[src/hw/rtl/ybd_pkg.sv]
// shared types, constants and helpers of the yolo box decoder
package ybd_pkg;

   typedef enum logic [1:0] {
      CMD_DECODE    = 2'd0,
      CMD_SIG_WRITE = 2'd1,
      CMD_EXP_WRITE = 2'd2,
      CMD_IGNORED   = 2'd3
   } cmd_type;

   localparam logic [1:0] CSR_GRID_HEIGHT = 2'd0;
   localparam logic [1:0] CSR_GRID_WIDTH  = 2'd1;
   localparam logic [1:0] CSR_PRIOR_SCALE = 2'd2;

   localparam logic [7:0]  GRID_HEIGHT_RESET = 8'd13;
   localparam logic [7:0]  GRID_WIDTH_RESET  = 8'd13;
   localparam logic [15:0] PRIOR_SCALE_RESET = 16'd1;

   localparam int CSR_DATA_W = 16;
   localparam int DIV_NUM_W  = 40;
   localparam int DIV_DEN_W  = 16;
   localparam int COMP_SHIFT = 16;

   typedef struct packed {
      logic [31:0] sig_x;
      logic [31:0] sig_y;
      logic [31:0] exp_w;
      logic [31:0] exp_h;
      logic [7:0]  prior_x;
      logic [7:0]  prior_y;
      logic [7:0]  prior_w;
      logic [7:0]  prior_h;
   } dec_word_type;

   function automatic logic [31:0] sat32(input logic signed [41:0] v);
      logic [31:0] r;
      if (v > 42'sd2147483647) begin
         r = 32'h7fff_ffff;
      end else if (v < -42'sd2147483648) begin
         r = 32'h8000_0000;
      end else begin
         r = v[31:0];
      end
      return r;
   endfunction

endpackage

[src/hw/rtl/ybd_fifo.sv]
// short queue between front end and back end
module ybd_fifo #(
   parameter int DEPTH = 4
) (
   input  logic                           clock,
   input  logic                           reset,
   input  logic                           push,
   input  ybd_pkg::dec_word_type          push_word,
   input  logic                           pop,
   output ybd_pkg::dec_word_type          pop_word,
   output logic                           empty,
   output logic [$clog2(DEPTH+1)-1:0]     count
);
   localparam int PW = (DEPTH > 1) ? $clog2(DEPTH) : 1;
   localparam int CW = $clog2(DEPTH+1);

   ybd_pkg::dec_word_type mem_ff [DEPTH];
   logic [PW-1:0] wr_ptr_ff, rd_ptr_ff;
   logic [CW-1:0] count_ff;
   logic          do_pop;

   assign do_pop   = pop && (count_ff != '0);
   assign empty    = (count_ff == '0);
   assign count    = count_ff;
   assign pop_word = mem_ff[rd_ptr_ff];

   always_ff @(posedge clock) begin
      if (push) begin
         mem_ff[wr_ptr_ff] <= push_word;
      end
   end

   always_ff @(posedge clock) begin
      if (reset) begin
         wr_ptr_ff <= '0;
         rd_ptr_ff <= '0;
         count_ff  <= '0;
      end else begin
         if (push) begin
            wr_ptr_ff <= (wr_ptr_ff == PW'(DEPTH-1)) ? '0 : wr_ptr_ff + 1'b1;
         end
         if (do_pop) begin
            rd_ptr_ff <= (rd_ptr_ff == PW'(DEPTH-1)) ? '0 : rd_ptr_ff + 1'b1;
         end
         count_ff <= count_ff + CW'(push) - CW'(do_pop);
      end
   end
endmodule

[config.mk]
export PLATFORM = sky130hd
export DESIGN_NAME = ybd_fifo
export DESIGN_NICKNAME = d
export VERILOG_FILES = /design/src/hw/rtl/ybd_pkg.sv /design/src/hw/rtl/ybd_fifo.sv
export SDC_FILE = /design/constraint.sdc
export NUM_CORES = 1
export LEC_CHECK = 0
export ABC_AREA = 0
export BUFFER_PORTS_ARGS = -buffer_cell sky130_fd_sc_hd__buf_2
export CAP_MARGIN = 0
export CORE_MARGIN = 2
export CORE_UTILIZATION = 45
export CTS_BUF_LIST = sky130_fd_sc_hd__clkbuf_4 sky130_fd_sc_hd__clkbuf_8
export DETAILED_ROUTE_END_ITERATION = 12
export PLACE_DENSITY = 0.68
export SYNTH_ARGS = -nofsm -noshare
export SYNTH_HDL_FRONTEND = slang
export SYNTH_SLANG_ARGS = --single-unit
[constraint.sdc]
create_clock -name clock -period 4.5 [get_ports clock]
set_input_delay 0.45 -clock clock [delete_from_list [all_inputs] [get_ports clock]]
set_output_delay 0.45 -clock clock [all_outputs]
set_load 0.01 [all_outputs]
# Word-level counts from Yosys, hierarchy flattened
# Memories as Yosys holds them, arrays and structs flattened. A register that Yosys moved wholly into a read port is not among the register bits.
# Cells that the tools add are included.
# W data, S select, Z words.
[classes]
n_mul = 0
div = 0
order_cmp = 0
eq_ne = 2
n_bitwise = 0
shift = 0
reduce_logical = 3
mux = 6
add_sub_neg = 4
[ops]
columns = ["op", "count"]
rows = [
  ["$mux W2", 4],
  ["$add A2 B1 Y2 const B", 2],
  ["$eq A2 B2 Y1 const B", 2],
  ["$add A3 B1 Y3", 1],
  ["$logic_not A3 Y1", 1],
  ["$reduce_bool A3 Y1", 1],
  ["$sub A3 B1 Y3", 1],
  ["$mux W1", 2],
  ["$logic_and A1 B1 Y1", 1],
]
[totals]
rom_bits = 0
input_bits = 164
ramBits = 640
register_bits = 7
memories = 1
latchBits = 0
wordCells = 19
[mem_list]
columns = ["name", "words", "word_bits", "rd", "rd_ports_with_merged_regs", "wr", "line", "source"]
rows = [
  ["mem_ff", 4, 160, 1, 1, 1, "ybd_fifo.sv:17", "ybd_pkg::dec_word_type mem_ff [DEPTH];"],
]

# Logic depth before layout (Yosys ltp)
# Gate-level depths: netlist of run 1.
[depth]
word_depth = 4
depth_mapped = 8
mapped_depth_nobuf = 8

# Worst setup path after synthesis of run 1
# No wires, ideal clock.
[synth_path]
path_type = "reg-to-reg"
start = "register wr_ptr_ff[0]"
end = "memory mem_ff[0][0] (netlist bit) (enable)"
setup_time_ns = 0.538
t_arrival_ns = 4.192
stages_incl_launch_ff = 4
required_ns = 3.962
period_less_slack_ns = 4.731
setup_slack_ns = -0.231
cell_sequence = "dfxtp_1 > inv_1 > ha_1 > and2_1"
[synth_lines]
columns = ["item", "line", "source"]
rows = [
  ["from (decl)", "ybd_fifo.sv:18", "logic [PW-1:0] wr_ptr_ff, rd_ptr_ff;"],
  ["from (signal assigned)", "ybd_fifo.sv:40", "wr_ptr_ff <= (wr_ptr_ff == PW'(DEPTH-1)) ? '0 : wr_ptr_ff + 1'b1;"],
  ["to (decl)", "ybd_fifo.sv:17", ""],
]
# No word-level cell before the write port.

==> results, run 1 <==
- The critical path goes through buf_4, mux4_2, buf_2.
- Across the run, the number of max-cap violations was 0.
- The count of endpoints failing hold in the final timing report is 0.
- In the post-synthesis netlist, the biggest area contributors are sky130_fd_sc_hd__edfxtp_1 82%, sky130_fd_sc_hd__mux4_2 15%, sky130_fd_sc_hd__dfxtp_1 0.77%.
- After filler insertion, the fill cell instance count of the layout stands at approximately 3800.
- For this run, the top clock speed supported by timing is 0.305 GHz.
- The sort of element at the end of the critical path is an output port.
- At the pin with the least slew margin, the transition time is ~1 ns.
- The net switching power figure is around 3.6 mW.
- The total die area is between 50000 and 60000 um2.
- Once detailed placement completed, the half-perimeter wirelength came to 26.7 mm.
- The number of global-route vias before repair is about 13000.
- Entering global routing, the biggest net connects ~100 pins.
- The post-route total power is ~14 mW.
- The buffer depth of the longest clock path is 3.
- The initial antenna violation count is 4.
- The die width is about 230 um.
- For this run, global-route usage on met1 was measured as 0.220.
- The weighted congestion reported at the end of routability-driven placement is around 0.73.
- The internal portion of the total power is roughly 11 mW.
- The share of synthesized area in the top cell type comes to 0.817.
- The starting DRC count in detailed routing is approximately 650.
- The data arrival at the endpoint of the critical path is 2.83 ns.
- After detailed routing, the number of remaining DRC violations is 0.
- For this run, global-route usage on met2 was measured as 0.287.
- After the flow finishes, the layout carries non-filler instances totaling 2207.
- At the end of the flow, the number of nets in the layout was 1626.
- Among all flip-flop cells after synthesis, the most frequent one is sky130_fd_sc_hd__edfxtp_1.
- The number of CTS-inserted buffers is between 100 and 150.
- The number of optimization iterations in the first detailed-route pass is 5.
- Of the total power, the share spent switching nets is 0.248.
- The minimum hold slack is 0.0734 ns.
- The floorplan step set the die height to between 200 and 250 um.
- After detailed placement, the total cell area comes to 26100 um2.
- The worst setup slack before clock tree synthesis is between 1.5 and 2 ns.
- The synthesis-stage register bit count is 649.
- At the end of the flow the core is filled with cells to 0.575.
- The total wirelength of the detailed-routed design is 47.1 mm.
- The type of the worst setup path is flop to output port.
- The clock input transition at the sequential cells of the worst setup and hold paths is 0.06 ns.
- The initialized floorplan defines 83 standard-cell rows.
- The routed length per placed instance is about 21 um.
- Counting every net in the synthesized netlist gives roughly 1100.
- The finished cells cover around 30000 um2.
- In this run the mean area of a mapped cell was around 27 um2.
- The sequential-to-total area share from yosys stat is 0.825.
- The Yosys step of the flow raised 0 warnings.
- The share of layout cells above drive strength 1 is 0.438.
- The post-detailed-route count of antenna-violating nets is 0.
- The initial core utilization is 0.457.
- The average vias per placed instance is roughly 5.
- At the later pin of the worst-skew pair, clock insertion delay measures about 0.68 ns.
- Pin placement for this block handled 328 I/O pins.
- The setup TNS is 0 ns.
- VDD sags by at most around 350 uV.
- The combinational power share is 0.185.
- For the worst setup path, the data required time is slightly above 4 ns.
- Of the total power, the clock network draws 0.326.
- The routed layout has around 11000 vias.
- The H-tree generated during clock tree synthesis spans 3 levels.
- The number of flops mapped to enable cells by yosys is between 600 and 700.
- The number of distinct library cell variants in the gate-level netlist after synthesis is 20.
- The type of the tightest min-delay check is primary input to flop.
- The clock net in this run drives a total of between 600 and 700 sinks.
- In the final layout, the multi-input gates occupy a little under 4000 um2.
- The slowest stage of the critical path belongs to the cell sky130_fd_sc_hd__dfxtp_4.
- The number of cells after detailed placement is roughly 1900.
- The category of the worst setup path launch point is a flop.
- Along the worst path, the maximum fanout reaches 43.
- The clock period minus final worst setup slack is between 3 and 4 ns.
- Clock tree synthesis selected as its root buffer the cell sky130_fd_sc_hd__clkbuf_8.
- Between clock sinks in the finished design, the worst skew comes to 0.0239 ns.
- TritonCTS built the clock tree.
- The area taken by flip-flops and latches is ~19000 um2.
- Summed over all cells, the static leakage comes to around 10 nW.
- Measured against its own limit, the worst slew margin works out to 0.333.
- In the global route stage, met3 resource usage came out at 0.0623.
- The most utilized layer in the global route result is met2.
- In the synthesized netlist the async set-or-reset flop fraction comes to 0.
- Setup repair after global routing left no endpoint under its margin.
- The total congestion overflow after global routing is 0.
- The cell count after synthesis came out at 880.
- Setup slack closes at 1.22 ns.
- The first global-routing pass estimated 71.3 mm of wire.
- After synthesis the cells add up to ~24000 um2.
- The number of port buffers is between 300 and 400.
- The region available for standard cell placement spans 51500 um2.
- For this run, the total global-route usage over all layers was measured as 0.177.
- The total power per unit cell area is about 490 nW/um2.
- sky130_fd_sc_hd__edfxtp_1 takes more of the synthesized area than any other cell.
- The run finished with clean final reports.
- The total of endpoints with negative setup slack in the final report is 0.
- The most repeated cell in the gate-level netlist after synthesis is sky130_fd_sc_hd__edfxtp_1.
- The ratio of final minimum period to clock period is 0.728.
- From synthesis to final layout, the design area changed by 25.9%.
- The number of max-slew violations in the final report is 0.
- In this design, the stage delay of the slowest critical-path cell is 1.00 ns.
- Sorting the synthesized cells by how often they occur yields 640 x sky130_fd_sc_hd__edfxtp_1, 160 x sky130_fd_sc_hd__mux4_2, 19 x sky130_fd_sc_hd__buf_2, 11 x sky130_fd_sc_hd__buf_6, 9 x sky130_fd_sc_hd__dfxtp_1.
- The part of the total power dissipated in sequential elements is 0.489.
-- cells in the final DEF, fill, tap and decap left out --
cell type,instances
sky130_fd_sc_hd__nor2_1,3
sky130_fd_sc_hd__clkinv_2,7
sky130_fd_sc_hd__buf_12,12
sky130_fd_sc_hd__or3b_2,1
sky130_fd_sc_hd__dfxtp_1,7
sky130_fd_sc_hd__o31a_1,1
sky130_fd_sc_hd__diode_2,3
sky130_fd_sc_hd__inv_8,1
sky130_fd_sc_hd__dlygate4sd3_1,160
sky130_fd_sc_hd__inv_1,5
sky130_fd_sc_hd__edfxtp_1,640
sky130_fd_sc_hd__and2_4,4
sky130_fd_sc_hd__clkinvlp_4,3
sky130_fd_sc_hd__clkbuf_4,33
sky130_fd_sc_hd__bufinv_16,2
sky130_fd_sc_hd__buf_4,7
sky130_fd_sc_hd__xnor3_1,1
sky130_fd_sc_hd__buf_2,327
sky130_fd_sc_hd__dfxtp_4,2
sky130_fd_sc_hd__mux4_2,160
sky130_fd_sc_hd__clkinv_1,22
sky130_fd_sc_hd__nor3_1,2
sky130_fd_sc_hd__ha_1,7
sky130_fd_sc_hd__nand2b_1,3
sky130_fd_sc_hd__fa_1,1
sky130_fd_sc_hd__a21oi_1,1
sky130_fd_sc_hd__mux2_2,1
sky130_fd_sc_hd__nor2b_1,2
sky130_fd_sc_hd__clkbuf_8,107
sky130_fd_sc_hd__mux2i_1,2
-- power groups by stage --
stage / combinational [mW] / sequential, mW / clock (mW)
after detailed placement: 2.61 / 7.21 / 0
after global routing: 2.88 / 7.11 / 5.10
after CTS: 2.73 / 7.09 / 4.86
after floorplan: 1.72 / 7.11 / 0
final: 2.67 / 7.08 / 4.71
after global placement: 2.58 / 7.20 / 0
-- sequential cells by signal, summed over array words and instances, names as in the netlist, named ones only --
register,flops
count,3
wr_ptr_ff,2
rd_ptr_ff,2
mem_ff,640
-- area by class of cell --
type / count / share of cell area
clock buffers: 140 / 0.0581
multi-input cells: 189 / 0.131
repair buffers: 506 / 0.119
well taps: 680 / 0.0287
flip-flops and latches: 649 / 0.655
inverters: 5 / 0.000634
clock inverters: 35 / 0.00714
diodes: 3 / 0.000253
-- logic make-up (layout without fill, tap and decap cells) --
logic type	count (synthesis)	count (layout)	share of synthesized area
other	0	3	0
adder cells (fa/ha/maj)	8	8	0.00457
XOR/XNOR	1	1	0.000957
multiplexers	163	163	0.154
AO/OA/AOI/OAI	2	2	0.000585
flip-flops	649	649	0.825
AND/OR/NAND/NOR	15	15	0.00367
buffers and inverters	42	686	0.0112
-- critical path, delay by kind of cell, from the launching register on --
| family | cells | cell delay [ns] |
|---|---|---|
| flops | 1 | 1.00 |
| buf+inv | 2 | 0.57 |
| mux | 1 | 0.56 |
-- per-layer routing --
metal	up-vias	wire [um]
met5	-	13
met4	2	1270
met3	93	3900
met2	375	23100
met1	5861	18700
li1	4984	-
-- path summary, 6_finish.rpt --
path / cells after the start / slack, ns / from / to
setup reg to reg: 4 / 2.37 / wr_ptr_ff[0] / mem_ff[0][63]
hold reg to reg: 2 / 0.53 / rd_ptr_ff[1] / rd_ptr_ff[1]
setup / recovery: 3 / 1.22 / flop / pop_word[116]
hold / removal: 2 / 0.07 / reset / count[1]
-- repair_timing --
item / CTS / global route
setup buffers: 0 / 0
gates resized for setup: 0 / 0
hold buffers: 160 / 0
hold endpoints to repair: 640 / 0
(Power assumes the default switching activity.)
==> run 2, diff against run 1 <==
==> constraint.sdc (replaced) <==
create_clock -name clock -period 2.8 [get_ports clock]
set_input_delay 0.28 -clock clock [delete_from_list [all_inputs] [get_ports clock]]
set_output_delay 0.28 -clock clock [all_outputs]
set_load 0.01 [all_outputs]
==> results, run 2 (same netlist as run 1, synthesis figures left out) <==
- The pin count of the biggest net entering global routing was 70 (was 102).
- The placeable core region is 51500 um2 (unchanged).
- The setup TNS came to 0 ns (unchanged).
- The category of the worst setup path launch point is a flop (unchanged).
- The routed length per placed instance came to 21.8 um (was 21.3 um).
- The top achievable clock speed is between 0.3 and 0.4 GHz.
- The most common cell after layout, fill and taps aside is sky130_fd_sc_hd__edfxtp_1 (unchanged).
- The number of nets in the layout came to 1653 (was 1626).
- The buffer depth of the longest clock path came to 3 (unchanged).
- The type of the tightest min-delay check is primary input to flop (unchanged).
- The cell chosen for the clock root is sky130_fd_sc_hd__clkbuf_8 (unchanged).
- The worst-path cell with the longest stage delay is sky130_fd_sc_hd__dfxtp_4 (unchanged).
- The largest clock skew in the final design came to 0.0203 ns (was 0.0239 ns).
- The initial core utilization was 0.457 (unchanged).
- The total number of vias is 11500 (was 11300).
- The headroom to the max-slew limit was 0.608 (was 0.333).
- The data arrival at the endpoint of the critical path was 2.33 ns (was 2.83 ns).
- The register name with the most flops is mem_ff (unchanged).
- The vertical die dimension is 233 um (unchanged).
- The weighted congestion reported at the end of routability-driven placement was 0.735 (was 0.729).
- The number of max-slew violations in the final report is 0 (unchanged).
- The initial antenna violation count is 6 (was 4).
- The number of global-route vias before repair came to 12600 (about the same).
- The biggest cell delay along the critical path is 0.73 ns (was 1.00 ns).
- The type of the worst setup path is flop to output port (unchanged).
- The area taken by flip-flops and latches is 19400 um2 (unchanged).
- Unrepaired setup endpoints after global routing: false (unchanged).
- The total power per unit cell area is 781 nW/um2 (was 488 nW/um2).
- The worst setup slack before clock tree synthesis is 0.733 ns (was 1.77 ns).
- The total of endpoints with negative setup slack in the final report is 0 (unchanged).
- The first-pass GRT wire length came to 73.6 mm (was 71.3 mm).
- The family with the most delay on the worst path is flip-flops (unchanged).
- The minimum hold slack is 0.355 ns (was 0.0734 ns).
- Top library cells by usage in the layout, fill and taps aside: 640 x sky130_fd_sc_hd__edfxtp_1, 327 x sky130_fd_sc_hd__buf_2, 164 x sky130_fd_sc_hd__dlygate4sd3_1, 160 x sky130_fd_sc_hd__mux4_2, 106 x sky130_fd_sc_hd__clkbuf_8 (was 640 x sky130_fd_sc_hd__edfxtp_1, 327 x sky130_fd_sc_hd__buf_2, 160 x sky130_fd_sc_hd__mux4_2, 160 x sky130_fd_sc_hd__dlygate4sd3_1, 107 x sky130_fd_sc_hd__clkbuf_8).
- The die width is 233 um (unchanged).
- The peak supply drop is 647 uV (was 348 uV).
- The sum of net half-perimeters after detailed placement is 28.6 mm (was 26.7 mm).
- The starting DRC count in detailed routing is 682 (was 647).
- Of the available clock period, the critical path in the final layout requires 0.931.
- The total congestion overflow after global routing was 0 (unchanged).
- The clock period minus final worst setup slack is about 2.6 ns.
- The number of buffers and inverters on the critical path is 2 (unchanged).
- The required time reported for the critical path endpoint is 2.52 ns (was 4.05 ns).
- The number of CTS-inserted buffers is 101 (was 103).
- The I/O pin count is 328 (unchanged).
- Result of the run: completed (unchanged).
- The total area of multi-input combinational cells is 3870 um2 (unchanged).
- The signed area change from the synthesized netlist to the final layout is 27.2% (was 25.9%).
- The worst-case setup margin in the final layout is 0.192 ns (was 1.22 ns).
- The total leakage power is 10.2 nW (was 10.1 nW).
- The maximum fanout count along the critical path was 41 (was 43).
- Crit-path cells: buf_12, mux4_2, buf_2 (was buf_4, mux4_2, buf_2).
- The slew at the pin closest to its max-slew limit is 0.588 ns (was 1.00 ns).
- The total wirelength of the detailed-routed design is 48.8 mm (was 47.1 mm).
- The count of endpoints failing hold in the final timing report is 0 (unchanged).
- The total die area came to 54100 um2 (unchanged).
- The cell row count is 83 (unchanged).
- The clock tree from TritonCTS is done (unchanged).
- The deepest level of the CTS H-tree was 3 (unchanged).
- The share of layout cells above drive strength 1 was 0.445 (was 0.438).
- The sort of element at the end of the critical path was an output port (unchanged).
- The combined global-route utilization of all metal layers is 0.184 (was 0.177).
- The final routed DRC violation total is 0 (unchanged).
- The flip-flop count of the largest register after layout is 640 (unchanged).
- The post-route total power is 23.4 mW (was 14.5 mW).
- The number of fillers in the final layout is 3795 (was 3783).
- The number of optimization iterations in the first detailed-route pass is 5 (unchanged).
- The clock input transition at the sequential cells of the worst setup and hold paths is 0.06 ns (about the same).
- The insertion delay of the later-clocked pin in the worst-skew pair is 0.66 ns (was 0.68 ns).
- The average vias per placed instance came to 5.16 (was 5.13).
- The clock sink total came to 649 (unchanged).
- The max-cap violation count is 0 (unchanged).
- The post-detailed-route count of antenna-violating nets is 0 (unchanged).
- The number of port buffers is 327 (unchanged).
==> run 2: cell count changes in the layout (fill, tap and decap cells not counted) <==
cell / before / now
sky130_fd_sc_hd__buf_12: 12 / 19
sky130_fd_sc_hd__diode_2: 3 / 5
sky130_fd_sc_hd__clkbuf_4: 33 / 34
sky130_fd_sc_hd__clkinvlp_4: 3 / 1
sky130_fd_sc_hd__buf_4: 7 / 25
sky130_fd_sc_hd__inv_6: 0 / 1
sky130_fd_sc_hd__dlygate4sd3_1: 160 / 164
sky130_fd_sc_hd__clkinv_1: 22 / 24
sky130_fd_sc_hd__clkbuf_8: 107 / 106
==> run 2: repair_timing <==
item,CTS,global route
endpoints found under the hold margin,647,0
hold buffers,164,0
gates resized for setup,0,0
setup endpoints to repair,11,0
buffers inserted,2,0
==> run 2: layout make-up <==
class	count	share of cell area
clock inverters	36	0.00711
clock buffers	140	0.0573
well taps	680	0.0284
flip-flops and latches	649	0.648
multi-input cells	189	0.129
inverters	5	0.000627
diodes	5	0.000418
repair buffers	535	0.128
==> run 2: final timing paths <==
kind,startpoint,end,slack (ns),cells after the start
max reg2reg,count[1],count[2],0.74,8
max,flop,pop_word[72],0.19,3
min reg2reg,rd_ptr_ff[1],flop,0.50,2
min,push_word[158],mem_ff[3][158],0.36,2
==> run 2: layer usage <==
metal | global-route usage | share of wire
met5 | 0 | 0.00033
met1 | 0.240 | 0.41
met2 | 0.291 | 0.49
met4 | 0.0633 | 0.025
met3 | 0.0607 | 0.073
==> run 2: where the power goes <==
group | internal [mW] | switching [mW] | leakage (nW)
sequential | 11.1 | 0.163 | 5.95
combinational | 2.32 | 2.21 | 3.26
clock | 4.11 | 3.45 | 1.02
total | 17.6 | 5.82 | 10.2
==> run 2: stage by stage <==
stage / utilization / instance area, um2 / std cells
final: 0.581 / 29900 / 2239
after global routing: 0.581 / 29900 / 2238
after CTS: 0.581 / 29900 / 2234
after detailed placement: 0.511 / 26300 / 1892
after global placement: 0.511 / 26300 / 1892
after floorplan: - / 23500 / 880
